===== src/hw/rtl/gda_pkg.sv =====
package gda_pkg;

    // Default sizes of the table and of the counters.
    localparam int DEF_INDIVIDUALS = 256;
    localparam int DEF_MARKERS     = 1024;
    localparam int DEF_COUNT_WIDTH = 15;

    // Depth of the queue between the front and the back.
    localparam int QUEUE_DEPTH = 4;

    // Fixed field widths of the request and the result.
    localparam int KIND_W   = 2;
    localparam int IND_W    = 8;
    localparam int MARK_W   = 10;
    localparam int DOSE_W   = 16;
    localparam int QUAL_W   = 17;
    localparam int BEST_W   = 2;

    // Fixed-point formats of the two quotients.
    localparam int DOSE_FRAC = 14;
    localparam int QUAL_FRAC = 16;
    localparam logic [DOSE_W-1:0] DOSE_MAX = 16'd32768;
    localparam logic [QUAL_W-1:0] QUAL_ONE = 17'd65536;

    // Request kinds.
    localparam logic [KIND_W-1:0] KIND_ADD    = 2'd0;
    localparam logic [KIND_W-1:0] KIND_FINISH = 2'd1;
    localparam logic [KIND_W-1:0] KIND_QUERY  = 2'd2;

    // Configuration port.
    localparam int CFG_IDX_W  = 1;
    localparam int CFG_DATA_W = 1;
    localparam logic [CFG_IDX_W-1:0] CFG_STORE_DOSAGE       = 1'd0;
    localparam logic [CFG_IDX_W-1:0] CFG_STORE_DISTRIBUTION = 1'd1;

    // Genotype classes.
    localparam logic [BEST_W-1:0] GENO_ZERO = 2'd0;
    localparam logic [BEST_W-1:0] GENO_ONE  = 2'd1;
    localparam logic [BEST_W-1:0] GENO_TWO  = 2'd2;

    // Operations queued from the front to the back.
    localparam logic OP_ADD   = 1'b0;
    localparam logic OP_QUERY = 1'b1;

    typedef struct packed {
        logic       op;
        logic [1:0] sum_inc;
        logic       two_inc;
        logic       blank;
    } t_cmd;

endpackage


===== src/hw/rtl/gda_req_if.sv =====
interface gda_req_if;
    logic                          valid;
    logic                          ready;
    logic [gda_pkg::KIND_W-1:0]    kind;
    logic [gda_pkg::IND_W-1:0]     individual;
    logic [gda_pkg::MARK_W-1:0]    marker;
    logic                          allele_a;
    logic                          allele_b;

    modport source (
        output valid, kind, individual, marker, allele_a, allele_b,
        input  ready
    );
    modport sink (
        input  valid, kind, individual, marker, allele_a, allele_b,
        output ready
    );
endinterface


===== src/hw/rtl/gda_front.sv =====
module gda_front #(
    parameter int INDIVIDUALS = gda_pkg::DEF_INDIVIDUALS,
    parameter int MARKERS     = gda_pkg::DEF_MARKERS,
    parameter int COUNT_WIDTH = gda_pkg::DEF_COUNT_WIDTH,
    parameter int ADDR_W      = 18
) (
    input  logic                   i_clk,
    input  logic                   i_rst_n,
    gda_req_if.sink                i_req,
    input  logic                   i_store_dosage,
    input  logic                   i_store_distribution,
    input  logic                   i_clearing,
    input  logic                   i_q_ready,
    output logic                   o_push,
    output gda_pkg::t_cmd          o_cmd,
    output logic [ADDR_W-1:0]      o_addr,
    output logic [COUNT_WIDTH-1:0] o_rounds
);

    localparam logic [COUNT_WIDTH-1:0] COUNT_MAX = {COUNT_WIDTH{1'b1}};

    logic [COUNT_WIDTH-1:0] r_rounds, n_rounds;
    logic                   accept;
    logic                   dosage_on;
    logic                   in_table;
    logic [ADDR_W-1:0]      row;

    assign i_req.ready = i_q_ready && !i_clearing;
    assign accept      = i_req.valid && i_req.ready;
    assign dosage_on   = i_store_dosage || i_store_distribution;
    assign in_table    = (32'(i_req.individual) < 32'(INDIVIDUALS)) &&
                         (32'(i_req.marker) < 32'(MARKERS));
    assign row         = ADDR_W'(64'(i_req.individual) * 64'(MARKERS) +
                                 64'(i_req.marker));

    // Queries carry the round count as it stands when they arrive.
    assign o_rounds = r_rounds;
    assign o_addr   = in_table ? row : '0;

    always_comb begin
        o_push   = 1'b0;
        o_cmd    = '0;
        n_rounds = r_rounds;
        if (accept) begin
            case (i_req.kind)
                gda_pkg::KIND_ADD: begin
                    o_push        = dosage_on && in_table;
                    o_cmd.op      = gda_pkg::OP_ADD;
                    o_cmd.sum_inc = {1'b0, i_req.allele_a} + {1'b0, i_req.allele_b};
                    o_cmd.two_inc = i_store_distribution && i_req.allele_a &&
                                    i_req.allele_b;
                end
                gda_pkg::KIND_FINISH: begin
                    if (dosage_on && r_rounds != COUNT_MAX) begin
                        n_rounds = r_rounds + 1'b1;
                    end
                end
                gda_pkg::KIND_QUERY: begin
                    o_push      = 1'b1;
                    o_cmd.op    = gda_pkg::OP_QUERY;
                    o_cmd.blank = !in_table;
                end
                default: begin
                    o_push = 1'b0;
                end
            endcase
        end
    end

    always_ff @(posedge i_clk) begin
        if (!i_rst_n) begin
            r_rounds <= '0;
        end else begin
            r_rounds <= n_rounds;
        end
    end

endmodule


===== src/flat_wrapper.sv =====
// flat-port wrapper written by rule: the top's interface ports become plain ports
module gda_front_flat 
#(
    parameter int INDIVIDUALS = gda_pkg::DEF_INDIVIDUALS,
    parameter int MARKERS     = gda_pkg::DEF_MARKERS,
    parameter int COUNT_WIDTH = gda_pkg::DEF_COUNT_WIDTH,
    parameter int ADDR_W      = 18
)
  (i_clk, i_rst_n, i_store_dosage, i_store_distribution, i_clearing, i_q_ready, o_push, o_cmd, o_addr, o_rounds, i_req_valid, i_req_kind, i_req_individual, i_req_marker, i_req_allele_a, i_req_allele_b, i_req_ready);
  gda_req_if i_req_i ();
  input  logic i_clk;
  input  logic i_rst_n;
  input  logic i_store_dosage;
  input  logic i_store_distribution;
  input  logic i_clearing;
  input  logic i_q_ready;
  output logic o_push;
  output gda_pkg::t_cmd o_cmd;
  output logic [ADDR_W-1:0] o_addr;
  output logic [COUNT_WIDTH-1:0] o_rounds;
  input wire logic [$bits(i_req_i.valid)-1:0] i_req_valid;
  input wire logic [$bits(i_req_i.kind)-1:0] i_req_kind;
  input wire logic [$bits(i_req_i.individual)-1:0] i_req_individual;
  input wire logic [$bits(i_req_i.marker)-1:0] i_req_marker;
  input wire logic [$bits(i_req_i.allele_a)-1:0] i_req_allele_a;
  input wire logic [$bits(i_req_i.allele_b)-1:0] i_req_allele_b;
  output wire logic [$bits(i_req_i.ready)-1:0] i_req_ready;
  assign i_req_i.valid = i_req_valid;
  assign i_req_i.kind = i_req_kind;
  assign i_req_i.individual = i_req_individual;
  assign i_req_i.marker = i_req_marker;
  assign i_req_i.allele_a = i_req_allele_a;
  assign i_req_i.allele_b = i_req_allele_b;
  assign i_req_ready = i_req_i.ready;
  gda_front #(.INDIVIDUALS(INDIVIDUALS), .MARKERS(MARKERS), .COUNT_WIDTH(COUNT_WIDTH), .ADDR_W(ADDR_W)) u_core (.i_clk(i_clk), .i_rst_n(i_rst_n), .i_req(i_req_i), .i_store_dosage(i_store_dosage), .i_store_distribution(i_store_distribution), .i_clearing(i_clearing), .i_q_ready(i_q_ready), .o_push(o_push), .o_cmd(o_cmd), .o_addr(o_addr), .o_rounds(o_rounds));
endmodule

===== config.mk =====
export PLATFORM = sky130hd
export DESIGN_NAME = gda_front_flat
export DESIGN_NICKNAME = d
export VERILOG_FILES = /design/src/hw/rtl/gda_pkg.sv /design/src/hw/rtl/gda_req_if.sv /design/src/hw/rtl/gda_front.sv /design/src/flat_wrapper.sv
export SDC_FILE = /design/constraint.sdc
export NUM_CORES = 1
export LEC_CHECK = 0
export BUFFER_PORTS_ARGS = -buffer_cell sky130_fd_sc_hd__buf_4
export CORE_MARGIN = 2
export CORE_UTILIZATION = 36
export CTS_BUF_LIST = sky130_fd_sc_hd__clkbuf_8 sky130_fd_sc_hd__clkbuf_16
export CTS_CLUSTER_SIZE = 8
export DETAILED_ROUTE_END_ITERATION = 12
export GPL_ROUTABILITY_DRIVEN = 0
export HOLD_SLACK_MARGIN = 0.12
export MAX_ROUTING_LAYER = met4
export PLACE_DENSITY = 0.81
export SETUP_SLACK_MARGIN = 0.02
export SLEW_MARGIN = 20
export SYNTH_ARGS = -nofsm -noshare
export SYNTH_HDL_FRONTEND = slang
export SYNTH_SLANG_ARGS = --single-unit
export TNS_END_PERCENT = 30

===== constraint.sdc =====
create_clock -name i_clk -period 1.8 [get_ports i_clk]
set_clock_uncertainty 0.15 [all_clocks]
set_input_delay 0.54 -clock i_clk [delete_from_list [all_inputs] [get_ports i_clk]]
set_output_delay 0.54 -clock i_clk [all_outputs]
set_load 0.05 [all_outputs]

==> flow_summary_export.csv <==
group,metric,value,unit
pwr,power_density,484,mW/mm^2
yosys,yosysMostFrequentCell,"buf_4",
status,status,"finished with violations",
place,port_buffers,31,
critical_path,path_buf_inv,2,
critical_path,cpLargestDelayFamily,"simple AND/OR/NAND/NOR gates",
yosys,synth_common_cells,"19 x buf_4, 15 x dfxtp_1, 13 x nor2_1, 8 x nor3_1, 6 x o21ai_0",
routing,wl_per_cell,13.5,um
clock_tree,clkSinkCount,15,
cells_and_area,drive_gt1_share,53.3,%
clock_tree,h-tree-depth,1,
critical_path,cp_cell_sequence,"buf_6 > nand3b_1 > nor3_2 > and4_4 > buf_8",
yosys,ys_seq_area_share,30.7,%
run,maxCapViolCount,0,
grt,grt-ovfl-total,0,
grt,grt_start_max_net_pins,14,
status,failed_checks,"negative setup slack",
routing,drt_iter0_drc,12,
grt,grt_pass1_wl,3.92,mm
routing,dr.pass1.iters,4,
timing,period_minus_slack,2090,ps
yosys,synthArstFlopShare,0,%
cells_and_area,nets,182,
critical_path,cp-startpoint,"i_clearing",
die,start_util,38.7,%
yosys,synth_top_area_share,30.7,%
clock_tree,cts.clk_slew.worst_paths,60,ps
clock_tree,cts_made_buffers,3,
clock_tree,cts_tree,"yes",
timing,rsz0062_at_grt,"true",
yosys,yosys.area_share.xor_xnor,5.38,%
critical_path,required,1110,ps
die,rows,18,
yosys,ys_warn_count,0,
routing,drc,0,
yosys,syn_area,977,um^2
timing,fmax,478,MHz
routing,totalWireLength,2.43,mm
cells_and_area,n_antenna_cell,0,
yosys,synth_top_family_by_area,"simple AND/OR/NAND/NOR gates",
timing,finalHoldViolCount,0,
grt,track_usage,15.7,%
critical_path,reg2reg_from,"u_core.o_rounds[4]",
yosys,ys_ff_latch,15,
critical_path,worst-path-max-fanout,3,
critical_path,crit_path_end_kind,"output pin",
clock_tree,cts.path.max_buffers,2,
clock_tree,insertion_delay,240,ps
die,die_width,56.1,um
cells_and_area,stdcell_area,0.00138,mm^2
cells_and_area,syn_to_final_growth,41.1,%
yosys,synth_fp_nets,153,
pwr,p_leak,0.000528,uW
clock_tree,root_buffer,"clkbuf_8",
timing,worst_slack,-293,ps
routing,viasPerCell,5.18,
die,design.core.area,0.00252,mm^2
yosys,synth_compound_area_share,9.99,%
place,place_area,0.00126,mm^2
timing,slew_viol_final,0,
place,numPlacedInstances,175,
yosys,synth-edff-count,0,
yosys,synth_top_area_cell,"dfxtp_1",
yosys,synthMuxAreaShare,1.02,%
critical_path,crit_slowest_cell,"and4_4",
place,dp_hpwl,1.93,mm
critical_path,arrival,1400,ps
yosys,ys_dominant_reg_cell,"dfxtp_1",
die,ios,69,
timing,period_share,116,%
die,die_y,56.1,um
pwr,ir_worst_vdd,0.644,mV
grt,antenna_found_initial,0,
clock_tree,cts_hold_buffers,0,
grt,gr-usage-met1,18.0,%
grt,top_usage_layer,"met2",
die,fp.dieArea,0.00315,mm^2
yosys,avgSynthCellArea,8.01,um^2
critical_path,worstSetupStartpointType,"primary input",
grt,use_met2,26.9,%
yosys,synth_fa_ha_area_share,2.56,%
grt,gr-usage-met3,3.72,%
timing,setup_viol_count_final,7,
critical_path,cp_slowest_stage_delay,250,ps
routing,route.vias.total,932,
grt,grt_pass1_vias,876,
yosys,synth_cell_types,36,
routing,drtAntennaViolNets,0,
yosys,syn-instance-count,122,
cells_and_area,largest_reg_flops,15,
hold_path,min_from,"u_core.o_rounds[5]",
yosys,yosys.area_share.simple,33.0,%
yosys,synthTopCellsByArea,"dfxtp_1 31%, buf_4 15%, nor2_1 5.0%",
hold_path,worstHoldPathType,"reg -> reg",
cells_and_area,layout.cells.non_filler,180,
critical_path,reg2reg_slack,-20,ps
critical_path,critPathKind,"in -> out",
per-stage QoR:
step                hold WS (ps)  worst slack (ps)  util [%]  total power, uW  TNS, ps
global route                 383              -344      54.7              695    -2110
global placement             325              -310      49.9              406    -3510
floorplan                    448              -115         -              478     -515
finish                       364              -293      54.7              668    -1170
CTS                          362              -286      53.8              674    -1140
detailed placement           349              -347      49.9              409    -3950
worst register-to-register path, stage by stage (launching register included):
cell and delay (ps):
dfxtp_2 370, nand4_2 210, or4_4 570, or3_1 320, a21oi_1 140
cells by family (layout without fill, tap and decap cells):
logic type,Yosys count,in the layout
xor gates and xnor gates,6,6
AOI/OAI and AO/OA,17,17
other,1,1
DFF,15,15
buffers and inverters,25,53
adders and majority gates,2,2
and+or+nand+nor,55,55
muxes,1,1
layer usage:
| metal | share of wire, % | vias to the layer above |
|---|---|---|
| met4 | 1.6 | 0 |
| met1 | 40 | 432 |
| li1 | - | 470 |
| met3 | 5.4 | 8 |
| met2 | 53 | 22 |
| met5 | 0 | - |
area by class of cell:
class,instances,area [um^2]
clock buffers,3,41.3
clock inverters,1,3.75
fillers,234,1140
inverters,5,18.8
multi-input cells,82,587
flip-flops and latches,15,327
well taps,30,37.5
repair buffers,44,364
power by group:
group | total (uW) | internal [uW] | switching, uW
clock network | 261 | 151 | 110
logic | 79.8 | 37.2 | 42.6
registers | 327 | 327 | 0.800
total | 668 | 514 | 154
what timing repair did:
| action | CTS | global route |
|---|---|---|
| endpoints found under the setup margin | 12 | 17 |
| buffers inserted | 1 | 0 |
| pin swaps | 1 | 1 |
| resized for setup | 13 | 4 |
path summary, 6_finish.rpt:
path                             end  depth (start not counted)
setup reg to reg  u_core.o_rounds[6]                          4
hold / removal    u_core.o_rounds[5]                          2
hold reg to reg   u_core.o_rounds[5]                          2
setup / recovery            o_cmd[1]                          5
layout by cell type, fill, tap and decap left out, drive strengths merged:
cell type,n
dfxtp,15
nand4bb,1
nor2,13
and3,1
o211ai,1
or4,2
mux2i,1
a31oi,1
o31a,1
and2,3
xnor2,5
nor4,3
nand2b,1
xor2,1
and4,1
buf,44
o21a,1
nand3b,2
conb,1
nand3,3
nand4,2
nor3,9
clkbuf,3
ha,2
a211oi,1
nand4b,3
or3,5
nor2b,2
o21ai,7
nand2,4
inv,6
a21oi,5
Note: power is estimated with default switching activity, not from simulation.
