==> config.mk <==
export PLATFORM = sky130hd
export DESIGN_NAME = gda_query_flat
export DESIGN_NICKNAME = d
export VERILOG_FILES = /design/src/hw/rtl/gda_pkg.sv /design/src/hw/rtl/gda_rsp_if.sv /design/src/hw/rtl/gda_query.sv /design/src/flat_wrapper.sv
export SDC_FILE = /design/constraint.sdc
export NUM_CORES = 1
export LEC_CHECK = 0
export CAP_MARGIN = 20
export CORE_ASPECT_RATIO = 0.9
export CORE_MARGIN = 1.5
export CORE_UTILIZATION = 64
export CTS_CLUSTER_DIAMETER = 100
export CTS_CLUSTER_SIZE = 12
export DETAILED_ROUTE_END_ITERATION = 16
export DONT_BUFFER_PORTS = 1
export PLACE_DENSITY = 0.84
export SLEW_MARGIN = 20
export SYNTH_ARGS = -nofsm -noshare
export SYNTH_HDL_FRONTEND = slang
export SYNTH_SLANG_ARGS = --single-unit
==> constraint.sdc <==
create_clock -name i_clk -period 8.09 [get_ports i_clk]
set_input_delay 1.2135 -clock i_clk [delete_from_list [all_inputs] [get_ports i_clk]]
set_output_delay 1.2135 -clock i_clk [all_outputs]
set_load 0.03 [all_outputs]
==> src/hw/rtl/gda_pkg.sv <==
package gda_pkg;

    // Default sizes of the table and of the counters.
    localparam int DEF_INDIVIDUALS = 256;
    localparam int DEF_MARKERS     = 1024;
    localparam int DEF_COUNT_WIDTH = 15;

    // Depth of the queue between the front and the back.
    localparam int QUEUE_DEPTH = 4;

    // Fixed field widths of the request and the result.
    localparam int KIND_W   = 2;
    localparam int IND_W    = 8;
    localparam int MARK_W   = 10;
    localparam int DOSE_W   = 16;
    localparam int QUAL_W   = 17;
    localparam int BEST_W   = 2;

    // Fixed-point formats of the two quotients.
    localparam int DOSE_FRAC = 14;
    localparam int QUAL_FRAC = 16;
    localparam logic [DOSE_W-1:0] DOSE_MAX = 16'd32768;
    localparam logic [QUAL_W-1:0] QUAL_ONE = 17'd65536;

    // Request kinds.
    localparam logic [KIND_W-1:0] KIND_ADD    = 2'd0;
    localparam logic [KIND_W-1:0] KIND_FINISH = 2'd1;
    localparam logic [KIND_W-1:0] KIND_QUERY  = 2'd2;

    // Configuration port.
    localparam int CFG_IDX_W  = 1;
    localparam int CFG_DATA_W = 1;
    localparam logic [CFG_IDX_W-1:0] CFG_STORE_DOSAGE       = 1'd0;
    localparam logic [CFG_IDX_W-1:0] CFG_STORE_DISTRIBUTION = 1'd1;

    // Genotype classes.
    localparam logic [BEST_W-1:0] GENO_ZERO = 2'd0;
    localparam logic [BEST_W-1:0] GENO_ONE  = 2'd1;
    localparam logic [BEST_W-1:0] GENO_TWO  = 2'd2;

    // Operations queued from the front to the back.
    localparam logic OP_ADD   = 1'b0;
    localparam logic OP_QUERY = 1'b1;

    typedef struct packed {
        logic       op;
        logic [1:0] sum_inc;
        logic       two_inc;
        logic       blank;
    } t_cmd;

endpackage

==> src/hw/rtl/gda_rsp_if.sv <==
interface gda_rsp_if #(
    parameter int COUNT_WIDTH = gda_pkg::DEF_COUNT_WIDTH
);
    logic                          valid;
    logic                          ready;
    logic [COUNT_WIDTH-1:0]        count_zero;
    logic [COUNT_WIDTH-1:0]        count_one;
    logic [COUNT_WIDTH-1:0]        count_two;
    logic [gda_pkg::DOSE_W-1:0]    dosage_fixed;
    logic [gda_pkg::QUAL_W-1:0]    quality_fixed;
    logic [gda_pkg::BEST_W-1:0]    best_genotype;

    modport source (
        output valid, count_zero, count_one, count_two, dosage_fixed,
               quality_fixed, best_genotype,
        input  ready
    );
    modport sink (
        input  valid, count_zero, count_one, count_two, dosage_fixed,
               quality_fixed, best_genotype,
        output ready
    );
endinterface

==> src/hw/rtl/gda_query.sv <==
module gda_query #(
    parameter int COUNT_WIDTH = gda_pkg::DEF_COUNT_WIDTH
) (
    input  logic                   i_clk,
    input  logic                   i_rst_n,
    input  logic                   i_valid,
    output logic                   o_ready,
    input  logic [COUNT_WIDTH:0]   i_sum,
    input  logic [COUNT_WIDTH-1:0] i_two,
    input  logic [COUNT_WIDTH-1:0] i_rounds,
    gda_rsp_if.source              o_rsp
);

    localparam int CW     = COUNT_WIDTH;
    localparam int SW     = CW + 1;
    localparam int W      = CW + 17;
    localparam int STEP_W = $clog2(W);
    localparam logic [STEP_W-1:0] STEP_LAST = STEP_W'(W - 1);
    localparam logic [CW-1:0]     COUNT_MAX = {CW{1'b1}};

    localparam logic [2:0] S_IDLE = 3'd0;
    localparam logic [2:0] S_CNT  = 3'd1;
    localparam logic [2:0] S_SEL  = 3'd2;
    localparam logic [2:0] S_DIV  = 3'd3;
    localparam logic [2:0] S_HOLD = 3'd4;

    logic [2:0]                   r_state;
    logic [SW-1:0]                r_sum;
    logic [CW-1:0]                r_two, r_rnd;
    logic [CW-1:0]                r_n0, r_n1, r_n2, r_top;
    logic [gda_pkg::BEST_W-1:0]   r_best;
    logic [gda_pkg::DOSE_W-1:0]   r_dose;
    logic [gda_pkg::QUAL_W-1:0]   r_qual;
    logic [CW-1:0]                r_rem;
    logic [W-1:0]                 r_quo;
    logic [STEP_W-1:0]            r_step;
    logic                         r_pass;

    logic [SW-1:0]                twice_n2, n1_full, n21, twice_r, dnum;
    logic [CW-1:0]                n1_c, n0_c, top_c;
    logic [gda_pkg::BEST_W-1:0]   best_c;
    logic [W-1:0]                 half_r, dose_num, qual_num, quo_next;
    logic [SW-1:0]                trial;
    logic                         ge;
    logic [CW-1:0]                rem_next;

    // Class counts recovered from the allele sum and the double count.
    assign twice_n2 = {r_two, 1'b0};
    assign n1_full  = (r_sum >= twice_n2) ? r_sum - twice_n2 : '0;
    assign n1_c     = n1_full[SW-1] ? COUNT_MAX : n1_full[CW-1:0];
    assign n21      = {1'b0, r_n2} + {1'b0, r_n1};
    assign n0_c     = ({1'b0, r_rnd} >= n21) ? CW'({1'b0, r_rnd} - n21) : '0;

    always_comb begin
        if (n0_c >= r_n2 && n0_c >= r_n1) begin
            best_c = gda_pkg::GENO_ZERO;
            top_c  = n0_c;
        end else if (r_n1 >= r_n2) begin
            best_c = gda_pkg::GENO_ONE;
            top_c  = r_n1;
        end else begin
            best_c = gda_pkg::GENO_TWO;
            top_c  = r_n2;
        end
    end

    // Rounded quotients: half the divisor is added to the dividend.
    assign twice_r  = {r_rnd, 1'b0};
    assign dnum     = (twice_r >= r_sum) ? twice_r - r_sum : '0;
    assign half_r   = W'(r_rnd >> 1);
    assign dose_num = W'({dnum, {gda_pkg::DOSE_FRAC{1'b0}}}) + half_r;
    assign qual_num = W'({r_top, {gda_pkg::QUAL_FRAC{1'b0}}}) + half_r;

    // One restoring division step per cycle.
    assign trial    = {r_rem, r_quo[W-1]};
    assign ge       = (trial >= {1'b0, r_rnd});
    assign rem_next = ge ? CW'(trial - {1'b0, r_rnd}) : trial[CW-1:0];
    assign quo_next = {r_quo[W-2:0], ge};

    assign o_ready             = (r_state == S_IDLE);
    assign o_rsp.valid         = (r_state == S_HOLD);
    assign o_rsp.count_zero    = r_n0;
    assign o_rsp.count_one     = r_n1;
    assign o_rsp.count_two     = r_n2;
    assign o_rsp.dosage_fixed  = r_dose;
    assign o_rsp.quality_fixed = r_qual;
    assign o_rsp.best_genotype = r_best;

    always_ff @(posedge i_clk) begin
        if (!i_rst_n) begin
            r_state <= S_IDLE;
        end else begin
            case (r_state)
                S_IDLE: begin
                    if (i_valid) begin
                        r_state <= S_CNT;
                    end
                end
                S_CNT: begin
                    r_state <= S_SEL;
                end
                S_SEL: begin
                    r_state <= (r_rnd == '0) ? S_HOLD : S_DIV;
                end
                S_DIV: begin
                    if (r_step == STEP_LAST && r_pass) begin
                        r_state <= S_HOLD;
                    end
                end
                S_HOLD: begin
                    if (o_rsp.ready) begin
                        r_state <= S_IDLE;
                    end
                end
                default: begin
                    r_state <= S_IDLE;
                end
            endcase
        end
    end

    always_ff @(posedge i_clk) begin
        case (r_state)
            S_IDLE: begin
                r_sum <= i_sum;
                r_two <= i_two;
                r_rnd <= i_rounds;
            end
            S_CNT: begin
                r_n1 <= n1_c;
                r_n2 <= r_two;
            end
            S_SEL: begin
                if (r_rnd == '0) begin
                    r_n0   <= '0;
                    r_n1   <= '0;
                    r_n2   <= '0;
                    r_best <= gda_pkg::GENO_ONE;
                    r_dose <= '0;
                    r_qual <= '0;
                end else begin
                    r_n0   <= n0_c;
                    r_best <= best_c;
                    r_top  <= top_c;
                    r_quo  <= dose_num;
                    r_rem  <= '0;
                    r_step <= '0;
                    r_pass <= 1'b0;
                end
            end
            S_DIV: begin
                if (r_step == STEP_LAST) begin
                    if (!r_pass) begin
                        r_dose <= quo_next[gda_pkg::DOSE_W-1:0];
                        r_quo  <= qual_num;
                        r_rem  <= '0;
                        r_step <= '0;
                        r_pass <= 1'b1;
                    end else begin
                        r_qual <= (quo_next > W'(gda_pkg::QUAL_ONE)) ?
                                  gda_pkg::QUAL_ONE : quo_next[gda_pkg::QUAL_W-1:0];
                    end
                end else begin
                    r_quo  <= quo_next;
                    r_rem  <= rem_next;
                    r_step <= r_step + 1'b1;
                end
            end
            default: begin
                r_sum <= r_sum;
            end
        endcase
    end

endmodule

==> src/flat_wrapper.sv <==
// flat-port wrapper written by rule: the top's interface ports become plain ports
module gda_query_flat 
#(
    parameter int COUNT_WIDTH = gda_pkg::DEF_COUNT_WIDTH
)
  (i_clk, i_rst_n, i_valid, o_ready, i_sum, i_two, i_rounds, o_rsp_valid, o_rsp_count_zero, o_rsp_count_one, o_rsp_count_two, o_rsp_dosage_fixed, o_rsp_quality_fixed, o_rsp_best_genotype, o_rsp_ready);
  gda_rsp_if #(.COUNT_WIDTH(COUNT_WIDTH)) o_rsp_i ();
  input  logic i_clk;
  input  logic i_rst_n;
  input  logic i_valid;
  output logic o_ready;
  input  logic [COUNT_WIDTH:0] i_sum;
  input  logic [COUNT_WIDTH-1:0] i_two;
  input  logic [COUNT_WIDTH-1:0] i_rounds;
  output wire logic [$bits(o_rsp_i.valid)-1:0] o_rsp_valid;
  output wire logic [$bits(o_rsp_i.count_zero)-1:0] o_rsp_count_zero;
  output wire logic [$bits(o_rsp_i.count_one)-1:0] o_rsp_count_one;
  output wire logic [$bits(o_rsp_i.count_two)-1:0] o_rsp_count_two;
  output wire logic [$bits(o_rsp_i.dosage_fixed)-1:0] o_rsp_dosage_fixed;
  output wire logic [$bits(o_rsp_i.quality_fixed)-1:0] o_rsp_quality_fixed;
  output wire logic [$bits(o_rsp_i.best_genotype)-1:0] o_rsp_best_genotype;
  input wire logic [$bits(o_rsp_i.ready)-1:0] o_rsp_ready;
  assign o_rsp_valid = o_rsp_i.valid;
  assign o_rsp_count_zero = o_rsp_i.count_zero;
  assign o_rsp_count_one = o_rsp_i.count_one;
  assign o_rsp_count_two = o_rsp_i.count_two;
  assign o_rsp_dosage_fixed = o_rsp_i.dosage_fixed;
  assign o_rsp_quality_fixed = o_rsp_i.quality_fixed;
  assign o_rsp_best_genotype = o_rsp_i.best_genotype;
  assign o_rsp_i.ready = o_rsp_ready;
  gda_query #(.COUNT_WIDTH(COUNT_WIDTH)) u_core (.i_clk(i_clk), .i_rst_n(i_rst_n), .i_valid(i_valid), .o_ready(o_ready), .i_sum(i_sum), .i_two(i_two), .i_rounds(i_rounds), .o_rsp(o_rsp_i));
endmodule
==> metrics <==
dpl hpwl 24,130 um; Mapped Avg Cell Area 10.53 um2; buffers inserted by post-CTS timing repair 0; clock buffer depth 2; Worst-path clk slew 80 ps; DRT met1 WL 13,790 um; Clk pwr share 24.8%; Core ar. 0.01928 mm2; Die Y 136.4 um; Sw Ratio 40.02%; fillcell total 1,336; post-synthesis cell count 1,201; Seq pwr share 37.5%; CP endpoint kind flop; Psw 1.502 mW; H-tree levels 4; # resized after CTS 0; Syn Nets 1,379; Design Area, Final 0.01358 mm2; Final min period 6420 ps; vias per cell 6.573; hold buffer count at cts 0; synthesized area 0.01265 mm2; initial antenna violation count 0; CTS buffer count 17; CP Data Required Time 8290 ps; Unique masters post-synth 71; #FFs+latches synth 197; dpl cell area 0.01290 mm2; register area share after synthesis 46.53%; skew final 14.80 ps; Placer Congestion 0.9625; WHS 571.3 ps; Max Slew Vio Count 0; Antenna Cells 0; Max Cap Viol 0; share of the synthesized area in the top cell type 46.05%; P_int 2.251 mW; vias post-DR 9,571; power per cell area 276.3 mW/mm2; Slew headroom 23.79%; outcome finished, final reports clean; WL met3 3408 um; clock insertion delay at the later pin of the skew report 460 ps; Root Buffer clkbuf_16; peak supply drop 211.2 uV; All-Layer GR Usage 30.88%; vias in the first global route 8,632; Final Util 70.46%; post-route insts no fill 1,456; pre-CTS setup slack 1848 ps; setup TNS 0 ps; type of the worst min-delay path reg -> reg; count of final hold-check violations 0; Yosys top cell by area edfxtp_1; Final period util 79.35%; nets 1,371; 1st-pass router iterations 5; first-pass GRT wire length 47,580 um; Most used DFF post-synth edfxtp_1; Die W 151.2 um; # setup viols final 0; number of synthesized flops with an enable pin 194; most frequent cells in the layout edfxtp_1 (194), nor2_1 (125), ha_1 (123); f_max 155.8 MHz; Max Used Layer met4; per-cell routed wire length 21.72 um; RSZ-0062 raised after global routing false; Die ar. 0.02062 mm2; metal2 WL 13,400 um; Detail Route Antenna Nets 0; Worst EP arrival 6620 ps; DRT iter0 DRCs 1,085; largest net degree at the start of global routing 48; Leakage 5.484 nW; crit path kind reg -> reg; Syn. warnings 0; Synth async-reset ratio 0%; Combinational Power Share 37.8%; Setup crit start kind flop; FP Rows 48; port buffer count 0; Top-Level Pins 132; clock sinks 197; Tightest Pin Transition 1143 ps; top cells by area, synth edfxtp_1 (46%), ha_1 (12%), nor2_1 (3.8%), mux2i_1 (3.4%), a21oi_1 (3.1%); commonest non-fill, non-tap cell in the layout edfxtp_1; largest fanout on the critical path 18; initial core utilization 65.62%; Placed Cells 1,423; gr ovfl total 0; layout cells sized above 1 6.468%; routed wire length 31,630 um; DRC 0; Final Power 3.753 mW; CTS tree built; area grow syn2layout 7.379%; post-route worst setup slack 1670 ps
[power by group through the flow]
stage	combinational, mW	sequential (mW)	clock [mW]
2_1_floorplan	1.06	1.38	0
3_3_place_gp	1.32	1.42	0
3_5_place_dp	1.36	1.42	0
4_1_cts	1.38	1.40	0.930
5_1_grt	1.55	1.41	0.971
6_report	1.42	1.41	0.929
[synthesized netlist by cell type (4+ instances only)]
| master | n |
|---|---|
| o22ai_1 | 18 |
| a21boi_0 | 4 |
| o2111ai_1 | 5 |
| nand4_1 | 13 |
| mux2_2 | 13 |
| nand2_1 | 57 |
| a31oi_1 | 12 |
| a21o_1 | 18 |
| mux2i_1 | 43 |
| a21oi_1 | 79 |
| nand3b_1 | 5 |
| xnor2_1 | 29 |
| a211oi_1 | 17 |
| or2_2 | 8 |
| or3_1 | 4 |
| buf_2 | 4 |
| nor4_1 | 14 |
| nor3b_1 | 5 |
| o31ai_1 | 5 |
| nor2_1 | 128 |
| and4_1 | 4 |
| o211ai_1 | 5 |
| o21a_1 | 10 |
| nor2b_1 | 18 |
| nand3_1 | 10 |
| edfxtp_1 | 194 |
| ha_1 | 123 |
| inv_1 | 100 |
| o21ai_0 | 55 |
| nor3_1 | 17 |
| and2_1 | 21 |
| nand2b_1 | 16 |
| or4_1 | 4 |
| and3_1 | 22 |
| o311ai_0 | 4 |
| fa_1 | 5 |
| o21bai_1 | 6 |
| nor4b_1 | 4 |
| xor2_1 | 25 |
| clkbuf_1 | 28 |
[worst max-delay path, cell delays in order, from the launching register on]
cell,delay [ps]
edfxtp_1,610
inv_1,170
ha_1,420
nor3b_1,100
o31ai_1,440
a21oi_1,120
nor2_1,100
o21ba_2,160
nor4b_1,50
a211oi_1,430
ha_1,440
and4_1,260
and3_1,190
a211oi_1,200
nand3_1,160
o211ai_4,280
nor2_1,210
ha_1,370
a211oi_1,220
and3_1,170
o21ai_0,100
a221oi_1,330
a211oi_2,110
buf_4,220
mux2_2,300
[flip-flops by register name, indices dropped and copies added (netlist names)]
signal / count
u_core.r_top: 15
u_core.o_rsp.quality_fixed: 17
u_core.r_step: 5
u_core.r_quo: 32
u_core.r_two: 15
u_core.o_rsp.best_genotype: 2
u_core.r_pass: 1
u_core.r_rem: 15
u_core.o_rsp.count_zero: 15
u_core.r_rnd: 15
u_core.o_rsp.count_one: 15
u_core.r_state: 3
u_core.o_rsp.dosage_fixed: 16
u_core.r_sum: 16
u_core.o_rsp.count_two: 15
[worst paths after layout]
check	startpoint	to	slack (ps)	depth (start not counted)
hold reg to reg	u_core.r_two[3]	u_core.o_rsp.count_two[3]	570	2
setup reg to reg	u_core.o_rsp.count_two[2]	u_core.r_top[8]	1670	24
hold / removal	u_core.r_two[3]	u_core.o_rsp.count_two[3]	570	2
setup / recovery	u_core.o_rsp.count_two[2]	u_core.r_top[8]	1670	24
[logic make-up (layout without fill, tap and decap cells)]
kind of cell / Yosys count / count (layout) / synth area share, %
muxes: 56 / 56 / 4.560
and+or+nand+nor: 359 / 359 / 14.34
adders and majority gates: 128 / 128 / 12.96
DFF: 197 / 197 / 46.53
buffers and inverters: 137 / 142 / 4.194
xor gates and xnor gates: 54 / 54 / 3.739
AOI/OAI and AO/OA: 270 / 270 / 13.68
[final cells by class]
class / count / area, um2 / share of cell area (%)
inverter: 100 / 375.4 / 2.763
sequential: 197 / 5886 / 43.33
clock buffer: 17 / 425.4 / 3.132
tap: 250 / 312.8 / 2.303
timing repair buffer: 10 / 82.58 / 0.6080
clock inverter: 15 / 232.7 / 1.713
multi-input combinational: 867 / 6269 / 46.15
[per-layer routing]
layer / vias to the layer above / global-route usage [%]
li1: 4421 / -
met1: 4514 / 44.88
met2: 563 / 44.77
met3: 73 / 7.483
met4: 0 / 11.33
met5: - / 0
Note: power is estimated with default switching activity, not from simulation.
