File: src/hw/rtl/gda_fifo.sv
module gda_fifo #(
    parameter int WIDTH = 8,
    parameter int DEPTH = 4
) (
    input  logic             i_clk,
    input  logic             i_rst_n,
    input  logic             i_push,
    input  logic [WIDTH-1:0] i_data,
    output logic             o_ready,
    output logic             o_valid,
    output logic [WIDTH-1:0] o_data,
    input  logic             i_pop
);

    localparam int PTR_W = (DEPTH > 1) ? $clog2(DEPTH) : 1;
    localparam int CNT_W = $clog2(DEPTH + 1);

    logic [WIDTH-1:0] r_mem [DEPTH];
    logic [PTR_W-1:0] r_wr_ptr, n_wr_ptr;
    logic [PTR_W-1:0] r_rd_ptr, n_rd_ptr;
    logic [CNT_W-1:0] r_count;
    logic             push_ok, pop_ok;

    assign o_valid = (r_count != '0);
    assign o_ready = (r_count != CNT_W'(DEPTH));
    assign o_data  = r_mem[r_rd_ptr];
    assign push_ok = i_push && o_ready;
    assign pop_ok  = i_pop && o_valid;

    assign n_wr_ptr = (r_wr_ptr == PTR_W'(DEPTH - 1)) ? '0 : r_wr_ptr + 1'b1;
    assign n_rd_ptr = (r_rd_ptr == PTR_W'(DEPTH - 1)) ? '0 : r_rd_ptr + 1'b1;

    always_ff @(posedge i_clk) begin
        if (!i_rst_n) begin
            r_wr_ptr <= '0;
            r_rd_ptr <= '0;
            r_count  <= '0;
        end else begin
            if (push_ok) begin
                r_wr_ptr <= n_wr_ptr;
            end
            if (pop_ok) begin
                r_rd_ptr <= n_rd_ptr;
            end
            case ({push_ok, pop_ok})
                2'b10:   r_count <= r_count + 1'b1;
                2'b01:   r_count <= r_count - 1'b1;
                default: r_count <= r_count;
            endcase
        end
    end

    always_ff @(posedge i_clk) begin
        if (push_ok) begin
            r_mem[r_wr_ptr] <= i_data;
        end
    end

endmodule

File: config.mk
export PLATFORM = sky130hd
export DESIGN_NAME = gda_fifo
export DESIGN_NICKNAME = d
export VERILOG_FILES = /design/src/hw/rtl/gda_fifo.sv
export SDC_FILE = /design/constraint.sdc
export NUM_CORES = 1
export LEC_CHECK = 0
export BUFFER_PORTS_ARGS = -buffer_cell sky130_fd_sc_hd__buf_2
export CORE_AREA = 2 2 78 50
export CTS_BUF_LIST = sky130_fd_sc_hd__clkbuf_16
export DETAILED_ROUTE_END_ITERATION = 6
export DIE_AREA = 0 0 80 52
export GPL_TIMING_DRIVEN = 0
export PLACE_DENSITY = 0.78
export SYNTH_ARGS = -nofsm -noshare
export SYNTH_HDL_FRONTEND = slang
export SYNTH_SLANG_ARGS = --single-unit
File: constraint.sdc
create_clock -name i_clk -period 2.62 [get_ports i_clk]
set_clock_uncertainty 0.05 [all_clocks]
set_input_delay 0.393 -clock i_clk [delete_from_list [all_inputs] [get_ports i_clk]]
set_output_delay 0.393 -clock i_clk [all_outputs]
set_load 0.01 [all_outputs]
==> impl_metrics.py, run 1 <==
metrics = {
    "finish": {
        "post_route_cells_drive_above_1_share_pct": 36.22,
        "synthToLayoutAreaGrowth_pct": 18.53,
        "diodes": 0,
        "fin_nets": 145,
        "postLayoutCoreUtil_pct": 56.21,
    },
    "worst_setup_path": {
        "cp.buffers_inverters": 3,
        "reg2reg_depth": 10,
        "r2r_slack_ns": 0.11,
        "cp_common_cell": "inv_1",
        "slowest_delay_ns": 0.41,
        "crit_chain": "or3b_4 -> buf_6 -> and2_4 -> inv_1 -> ha_1 -> inv_1 -> fa_1 -> xor2_1 -> or3_2 -> a21boi_1",
        "timing.rr.start": "r_count[2]",
        "cp_slowest_cell": "or3_2",
        "worstSetupPathType": "reg2reg",
        "cp_max_fo": 7,
        "critPathLaunchType": "flop",
        "critPathCaptureType": "flop",
        "crit_required_ns": 2.77,
        "cp.arrival_ns": 2.65,
        "r2r-end": "r_count[2]",
        "crit_family": "simple AND/OR/NAND/NOR gates",
    },
    "placement": {
        "io_buffers": 21,
        "dp_hpwl_um": 1834,
        "dp_slack_ns": 0.08811,
        "gp_congestion": 0.7079,
    },
    "floorplan": {
        "ioPinCount": 22,
        "die_w_um": 80,
        "start_util_pct": 47.42,
        "die_area_um2": 4160,
        "std_cell_rows": 17,
        "core_um2": 3488,
        "die_h_um": 52,
    },
    "cts": {
        "ctsResizeCount": 0,
        "clkTransAtPathRegs_ns": 0.06,
        "htree_levels": 2,
        "clk_path_buf_depth": 2,
        "insertion_delay_ns": 0.27,
        "cts_tree": "built",
        "cts_root_buf": "clkbuf_16",
        "postCtsSetupRepairBufs": 0,
        "postCtsHoldBufs": 0,
        "cts_buffers": 5,
        "clock_sinks": 41,
    },
    "power": {
        "seq_power_share_pct": 45.2,
        "p_leak_nw": 0.7337,
        "p_int_mw": 1.382,
        "power_switching_mw": 0.4927,
        "powerDensity_nw_per_um2": 956.3,
        "power_frac_clock_pct": 29.4,
        "p_sw_share_pct": 26.28,
        "combinationalPowerShare_pct": 25.4,
        "max-vdd-ir-drop_uv": 442.9,
    },
    "timing": {
        "worst_pin_slew_ns": 0.5264,
        "finalCritPeriodShare_pct": 95.73,
        "setup_ws_ns": 0.1120,
        "setup_violations": 0,
        "slew_viol_final": 0,
        "max_slew_margin_pct": 64.60,
        "finalSetupTns_ns": 0,
        "post-route-min-period_ns": 2.508,
        "fmax_mhz": 398.7,
        "finalHoldViolCount": 0,
    },
    "logic_synthesis": {
        "synth.distinct_cells": 27,
        "synth-main-ff-cell": "edfxtp_1",
        "synth_seq_cells": 41,
        "synthTopCellsByArea": "edfxtp_1 58%, dfxtp_1 11%, mux4_2 11%",
        "yosys.cell_count.top_type": "edfxtp_1",
        "netlist.area_leader.share_pct": 58.09,
        "synth_edf_count": 32,
        "yosys-top-cells-count": "32 x edfxtp_1, 9 x dfxtp_1, 8 x mux4_2",
        "synthesis.nets": 117,
        "synth_area_um2": 1654,
        "synth_seq_area_share_pct": 68.99,
        "synth_top_cell_by_area": "edfxtp_1",
        "ys_async_sr_fraction_pct": 0,
        "synthesis.instances": 98,
        "yosys_warnings": 0,
        "avgSynthCellArea_um2": 16.88,
    },
    "drt": {
        "wire_per_inst_um": 14.95,
        "route.vias.total": 871,
        "drt-initial-drc-count": 60,
        "drtAntennaViolNets": 0,
        "routed_wl_um": 2602,
        "drc_errors": 0,
        "drt-pass1-iter-count": 4,
        "viasPerCell": 5.006,
    },
    "global_routing": {
        "overflow": 0,
        "grt_pass1_wl_um": 4333,
        "grt_max_degree": 13,
        "grt_use_total_pct": 14.94,
        "first_global_vias": 930,
        "antenna_found_initial": 0,
    },
    "hold_path": {
        "whs_path_depth": 1,
        "min-delay-path-class": "in2reg",
        "hold_start": "i_data[6]",
        "hold-path-endpoint": "r_mem[1][6]",
    },
    "outcome": {
        "status": "finished, final reports clean",
    },
    "job": {
        "cap_violations": 0,
    },
}
how the worst max path moves through the flow:
stage                     startpoint  slack [ns]  depth (start not counted)         end
after floorplan           r_count[2]        0.22                         10  r_count[2]
after global placement    r_count[2]        0.14                         10  r_count[2]
after detailed placement  r_count[2]        0.09                         10  r_count[2]
after CTS                 r_count[2]        0.05                         10  r_count[2]
after global routing      r_count[2]      -0.004                         10  r_count[2]
final                     r_count[2]        0.11                         10  r_count[2]
cell type report:
cell class	count	area, um^2
multi-input cells	46	465.4
well taps	47	58.81
flip-flops and latches	41	1145
plain buffers	4	23.77
clock inverters	3	11.26
clock buffers	5	125.1
fillers	276	1528
repair buffers	21	105.1
inverters	7	26.28
per-stage QoR:
stage / total power [mW] / cells / hold WS [ns] / area (um^2)
floorplan: 1.190 / 98 / 0.4177 / 1654
global placement: 1.312 / 166 / 0.4333 / 1818
detailed placement: 1.338 / 166 / 0.4649 / 1818
CTS: 1.886 / 174 / 0.2848 / 1954
global route: 1.996 / 174 / 0.2813 / 1961
finish: 1.875 / 174 / 0.2892 / 1961
flip-flops by register name, summed over array words and instances, names as in the netlist, named ones only:
signal / cells
r_wr_ptr: 2
r_mem: 32
r_rd_ptr: 2
r_count: 3
metal layers:
layer  track usage, %  vias up  wire (um)
li1                 -      420          -
met1            18.42      431       1205
met2            24.86       18       1262
met3            5.208        2        119
met4            5.085        0         14
met5                0        -          0
power groups by stage:
stage	Clock, mW	Combinational, mW	Sequential, mW
final	0.551	0.476	0.848
after global routing	0.595	0.542	0.858
after CTS	0.559	0.483	0.844
after detailed placement	0	0.483	0.855
after global placement	0	0.465	0.847
after floorplan	0	0.349	0.841
placed cells by master, fill, tap and decap left out, types with 4 or more instances in the layout:
cell type | synthesis | final
buf_2 | 1 | 22
edfxtp_1 | 32 | 32
clkbuf_16 | 0 | 5
mux4_2 | 8 | 8
ha_1 | 6 | 6
dfxtp_1 | 9 | 6
o21ai_0 | 4 | 4
inv_1 | 7 | 9
nand2_1 | 6 | 6
cell families after synthesis:
family	share of synthesized area [%]
buffers and inverters	3.025
XOR/XNOR	1.059
AND/OR/NAND/NOR	7.262
flip-flops	68.99
multiplexers	11.50
AO/OA/AOI/OAI	2.421
adder cells (fa/ha/maj)	5.749
Power figures use the tool's default switching activity.
==> run 2: changes to the inputs <==
- CORE_AREA: 2 2 78 50 -> 2 2 61 63
- DIE_AREA: 0 0 80 52 -> 0 0 63 65
==> run 2 against run 1 <==
Against the previous run:
- global-route usage barely moved
- combinational power up 3%
- cell count up 0.57%
- first-iteration DRC count fell by 13%
- fmax about the same
- via count is 2.1% higher
- power up 12%
- count of clock-buffer cells in the layout unchanged
- sequential power about the same
- sequential share of layout area shrank 1.7 points
==> impl_metrics.py, run 2 (same netlist as run 1, synthesis figures left out) <==
metrics = {
    "power": {
        "p_sw_share_pct": 24.66,
        "seq_power_share_pct": 40.2,
        "power_switching_mw": 0.5200,
        "powerDensity_nw_per_um2": 1045,
        "p_leak_nw": 0.7517,
        "power_frac_clock_pct": 36.6,
        "p_int_mw": 1.589,
        "max-vdd-ir-drop_uv": 663.5,
        "fin_total_pwr_mw": 2.109,
        "combinationalPowerShare_pct": 23.2,
    },
    "floorplan": {
        "die_w_um": 63,
        "die_area_um2": 4095,
        "start_util_pct": 47.32,
        "std_cell_rows": 22,
        "ioPinCount": 22,
        "core_um2": 3496,
        "die_h_um": 65,
    },
    "drt": {
        "drt-pass1-iter-count": 4,
        "wire_per_inst_um": 15.09,
        "drc_errors": 0,
        "routed_wl_um": 2641,
        "drt-initial-drc-count": 52,
        "drtAntennaViolNets": 0,
        "route.vias.total": 889,
        "viasPerCell": 5.080,
    },
    "timing": {
        "finalSetupTns_ns": 0,
        "fmax_mhz": 398.5,
        "worst_pin_slew_ns": 0.5586,
        "slew_viol_final": 0,
        "max_slew_margin_pct": 62.44,
        "setup_violations": 0,
        "rsz0062_at_grt": "false",
        "finalCritPeriodShare_pct": 95.77,
        "finalHoldViolCount": 0,
        "post-route-min-period_ns": 2.509,
    },
    "cts": {
        "clock_sinks": 41,
        "cts_buffers": 5,
        "htree_levels": 2,
        "insertion_delay_ns": 0.28,
        "clk_path_buf_depth": 2,
        "cts_root_buf": "clkbuf_16",
        "postCtsHoldBufs": 0,
        "clkTransAtPathRegs_ns": 0.06,
        "postCtsSetupRepairBufs": 0,
        "cts_tree": "built",
    },
    "finish": {
        "postLayoutCoreUtil_pct": 57.73,
        "multiInputGateArea_um2": 467.9,
        "regArea_um2": 1145,
        "top_register": "r_mem",
        "layout_commonest_cell": "edfxtp_1",
        "diodes": 0,
        "layout_common_cells": "32 x edfxtp_1, 22 x buf_2, 8 x mux4_2",
        "post_route_cells_drive_above_1_share_pct": 39.37,
        "largest_reg_flops": 32,
        "reg_top3": "r_mem: 32 flops, r_count: 3 flops",
        "nFillCells": 284,
        "postLayoutCellArea_um2": 2018,
        "fin_nets": 145,
        "synthToLayoutAreaGrowth_pct": 22.01,
    },
    "global_routing": {
        "grt_max_degree": 14,
        "overflow": 0,
        "antenna_found_initial": 0,
        "grt_use_total_pct": 14.93,
        "grt_pass1_wl_um": 4367,
        "first_global_vias": 922,
    },
    "worst_setup_path": {
        "r2r-end": "r_count[2]",
        "worstSetupPathType": "reg2reg",
        "timing.rr.start": "r_count[1]",
        "critPathCaptureType": "flop",
        "reg2reg_depth": 10,
        "cp.arrival_ns": 2.67,
        "critPathLaunchType": "flop",
        "r2r_slack_ns": 0.11,
        "crit_path_start": "r_count[1]",
        "crit_required_ns": 2.78,
        "cp_max_fo": 7,
    },
    "placement": {
        "place_area_um2": 1819,
        "gp_congestion": 0.7405,
        "io_buffers": 21,
        "dp_hpwl_um": 1823,
    },
    "hold_path": {
        "whs_path_depth": 1,
        "hold_start": "i_data[7]",
        "hold-path-endpoint": "r_mem[2][7]",
        "min-delay-path-class": "in2reg",
    },
    "outcome": {
        "status": "finished, final reports clean",
    },
    "job": {
        "cap_violations": 0,
    },
}
-- run 2: cell types whose count changed in the layout (fill, tap and decap cells not counted), sizes merged --
| cell | before | now |
|---|---|---|
| bufinv | 0 | 2 |
| inv | 9 | 7 |
-- run 2: area by class of cell --
type / instances / area share (%)
Buffer: 4 / 1.178
Sequential cell: 41 / 56.73
Clock buffer: 5 / 6.200
Tap cell: 48 / 2.976
Clock inverter: 3 / 3.224
Timing Repair Buffer: 21 / 5.208
Multi-Input combinational cell: 46 / 23.19
Inverter: 7 / 1.302
-- run 2: critical path, cell delays in order (launching register included) --
cell and delay (ns):
dfxtp_2 0.34, or3b_4 0.40, buf_6 0.14, and2_4 0.16
inv_1 0.05, ha_2 0.18, inv_1 0.06, fa_1 0.37
xor2_1 0.16, or3_2 0.41, a21boi_1 0.12
-- run 2: power by group through the flow --
stage | sequential [mW] | combinational (mW) | clock, mW
final | 0.848 | 0.490 | 0.771
after detailed placement | 0.855 | 0.488 | 0
after CTS | 0.843 | 0.492 | 0.785
after global placement | 0.847 | 0.461 | 0
after global routing | 0.857 | 0.542 | 0.813
after floorplan | 0.841 | 0.349 | 0
-- run 2: how the worst max path moves through the flow --
stage                 end  slack (ns)  depth (start not counted)
4_1_cts        r_count[2]        0.03                         10
6_report       r_count[2]        0.11                         10
3_5_place_dp   r_count[2]        0.06                         10
3_3_place_gp   r_count[2]        0.16                         10
5_1_grt        r_count[2]       0.007                         10
2_1_floorplan  r_count[2]        0.22                         10
-- run 2: stage by stage --
step / setup WS [ns] / instances / hold WS [ns]
6_report: 0.1108 / 175 / 0.2851
5_1_grt: 0.006606 / 175 / 0.2806
4_1_cts: 0.03465 / 175 / 0.2802
3_5_place_dp: 0.06038 / 167 / 0.4531
3_3_place_gp: 0.1600 / 167 / 0.4323
2_1_floorplan: 0.2182 / 98 / 0.4177
-- run 2: per-layer routing --
metal / routed length, um / track usage, %
met1: 1087 / 16.57
met2: 1360 / 25.80
met5: 0 / 0
met3: 142 / 5.382
met4: 51 / 6.667
-- run 2: repair_timing --
| action | 4_1_cts | 5_1_grt |
|---|---|---|
| hold endpoints to repair | 0 | 0 |
| endpoints found under the setup margin | 0 | 1 |
| gates resized for setup | 0 | 5 |
==> run 3: changes to the inputs <==
- SETUP_SLACK_MARGIN: default -> 0.3
==> run 3 against run 2 <==
Against the previous run:
- utilization rose by 0.57 points
- cell count rose by 2.9%
- count of clock-buffer cells in the layout did not move
- first-iteration DRC count rose by 1.9%
- largest power group unchanged
- critical path type unchanged
- sequential share of layout area fell by 0.56 points
- sequential power fell by 2%
- sequential cell count did not move
- combinational power rose by 21%
- critical path depth did not move
- register-to-register slack improved by 0.23 ns
- global-route usage fell by 0.094 points
==> impl_metrics.py, run 3 (same netlist as run 1, synthesis figures left out) <==
metrics = {
    "global_routing": {
        "grt_use_total_pct": 14.84,
        "antenna_found_initial": 0,
        "first_global_vias": 939,
        "overflow": 0,
        "grt_max_degree": 13,
        "grt_pass1_wl_um": 4436,
    },
    "hold_path": {
        "whs_path_depth": 1,
        "min-delay-path-class": "in2reg",
        "hold-path-endpoint": "r_mem[0][1]",
        "hold_start": "i_data[1]",
    },
    "worst_setup_path": {
        "slowest_delay_ns": 0.39,
        "crit_chain": "or3b_4 -> buf_6 -> and2_4 -> inv_2 -> ha_4 -> inv_2 -> fa_2 -> xor2_1 -> or3_4 -> a21boi_2",
        "crit_family": "simple AND/OR/NAND/NOR gates",
        "r2r-end": "r_count[2]",
        "r2r_slack_ns": 0.34,
        "crit_required_ns": 2.78,
        "cp_common_cell": "inv_2",
        "critPathLaunchType": "flop",
        "timing.rr.start": "r_count[1]",
        "critPathCaptureType": "flop",
        "cp_max_fo": 3,
        "cp.arrival_ns": 2.44,
        "cp.buffers_inverters": 3,
        "cp_slowest_cell": "or3b_4",
        "reg2reg_depth": 10,
        "worstSetupPathType": "reg2reg",
    },
    "finish": {
        "reg_top3": "r_mem: 32 flops, r_count: 3 flops",
        "diodes": 0,
        "post_route_cells_drive_above_1_share_pct": 44.70,
        "nFillCells": 292,
        "postLayoutCellArea_um2": 2038,
        "layout_common_cells": "32 x edfxtp_1, 22 x buf_2, 8 x mux4_2",
        "largest_reg_flops": 32,
        "regArea_um2": 1145,
        "final_cells": 180,
        "layout_commonest_cell": "edfxtp_1",
        "synthToLayoutAreaGrowth_pct": 23.22,
        "fin_nets": 150,
        "top_register": "r_mem",
        "multiInputGateArea_um2": 501.7,
    },
    "timing": {
        "rsz0062_at_grt": "true",
        "post-route-min-period_ns": 2.278,
        "hold_ws_ns": 0.2792,
        "fmax_mhz": 439.0,
        "slew_viol_final": 0,
        "finalHoldViolCount": 0,
        "worst_pin_slew_ns": 0.4961,
        "finalSetupTns_ns": 0,
        "finalCritPeriodShare_pct": 86.94,
        "setup_violations": 0,
        "max_slew_margin_pct": 66.93,
    },
    "cts": {
        "clk_path_buf_depth": 2,
        "cts_buffers": 5,
        "clkTransAtPathRegs_ns": 0.05,
        "cts_root_buf": "clkbuf_16",
        "htree_levels": 2,
        "cts_tree": "built",
        "insertion_delay_ns": 0.28,
        "clock_sinks": 41,
    },
    "floorplan": {
        "die_h_um": 65,
        "core_um2": 3496,
        "ioPinCount": 22,
        "std_cell_rows": 22,
        "die_area_um2": 4095,
        "die_w_um": 63,
        "start_util_pct": 47.32,
    },
    "placement": {
        "dp_hpwl_um": 1857,
        "io_buffers": 21,
        "gp_congestion": 0.7750,
        "dpl.cell_count": 167,
        "place_area_um2": 1837,
    },
    "drt": {
        "routed_wl_um": 2691,
        "wire_per_inst_um": 14.95,
        "drtAntennaViolNets": 0,
        "route.vias.total": 920,
        "drc_errors": 0,
        "drt-initial-drc-count": 53,
        "drt-pass1-iter-count": 4,
        "viasPerCell": 5.111,
    },
    "power": {
        "max-vdd-ir-drop_uv": 516.9,
        "p_leak_nw": 0.7610,
        "powerDensity_nw_per_um2": 974.4,
        "fin_total_pwr_mw": 1.986,
    },
    "outcome": {
        "status": "finished, final reports clean",
    },
    "job": {
        "cap_violations": 0,
    },
}
[run 3: layout make-up]
class | count | area share, %
clock buffers | 5 | 6.139
clock inverters | 3 | 0.6753
well taps | 48 | 2.947
inverters | 7 | 1.289
multi-input cells | 46 | 24.62
flip-flops and latches | 41 | 56.17
repair buffers | 26 | 6.998
plain buffers | 4 | 1.166
[run 3: layer usage]
metal / track usage [%] / wire [um] / up-vias
li1: - / - / 433
met1: 17.33 / 1072 / 459
met2: 25.93 / 1454 / 23
met3: 5.208 / 137 / 5
met4: 4.167 / 27 / 0
met5: 0 / 0 / -
[run 3: worst max path at each step]
| stage | start | end | slack [ns] | depth (start not counted) |
|---|---|---|---|---|
| detailed placement | r_count[0] | r_count[2] | 0.21 | 10 |
| CTS | r_count[1] | r_count[1] | 0.33 | 8 |
| global route | r_count[1] | r_count[2] | 0.27 | 10 |
| floorplan | r_count[0] | r_count[2] | 0.30 | 10 |
| global placement | r_count[0] | r_count[2] | 0.26 | 10 |
| finish | r_count[1] | r_count[2] | 0.34 | 10 |
[run 3: per-stage QoR]
stage / worst slack, ns / utilization [%]
final: 0.3422 / 58.30
after global routing: 0.2651 / 58.30
after CTS: 0.3306 / 57.80
after detailed placement: 0.2053 / 52.54
after global placement: 0.2584 / 52.54
after floorplan: 0.3014 / -
[run 3: repair_timing]
action | CTS | global route
endpoints found under the hold margin | 0 | 0
resized for setup | 3 | 3
pin swaps | 5 | 0
endpoints found under the setup margin | 1 | 2
setup buffers | 5 | 0
hold buffers | 0 | 0
[run 3: power by group]
part	switching [mW]	internal [mW]	total [mW]
Sequential	0.0345	0.800	0.834
Combinational	0.291	0.303	0.594
Clock	0.213	0.345	0.557
Total	0.539	1.45	1.99
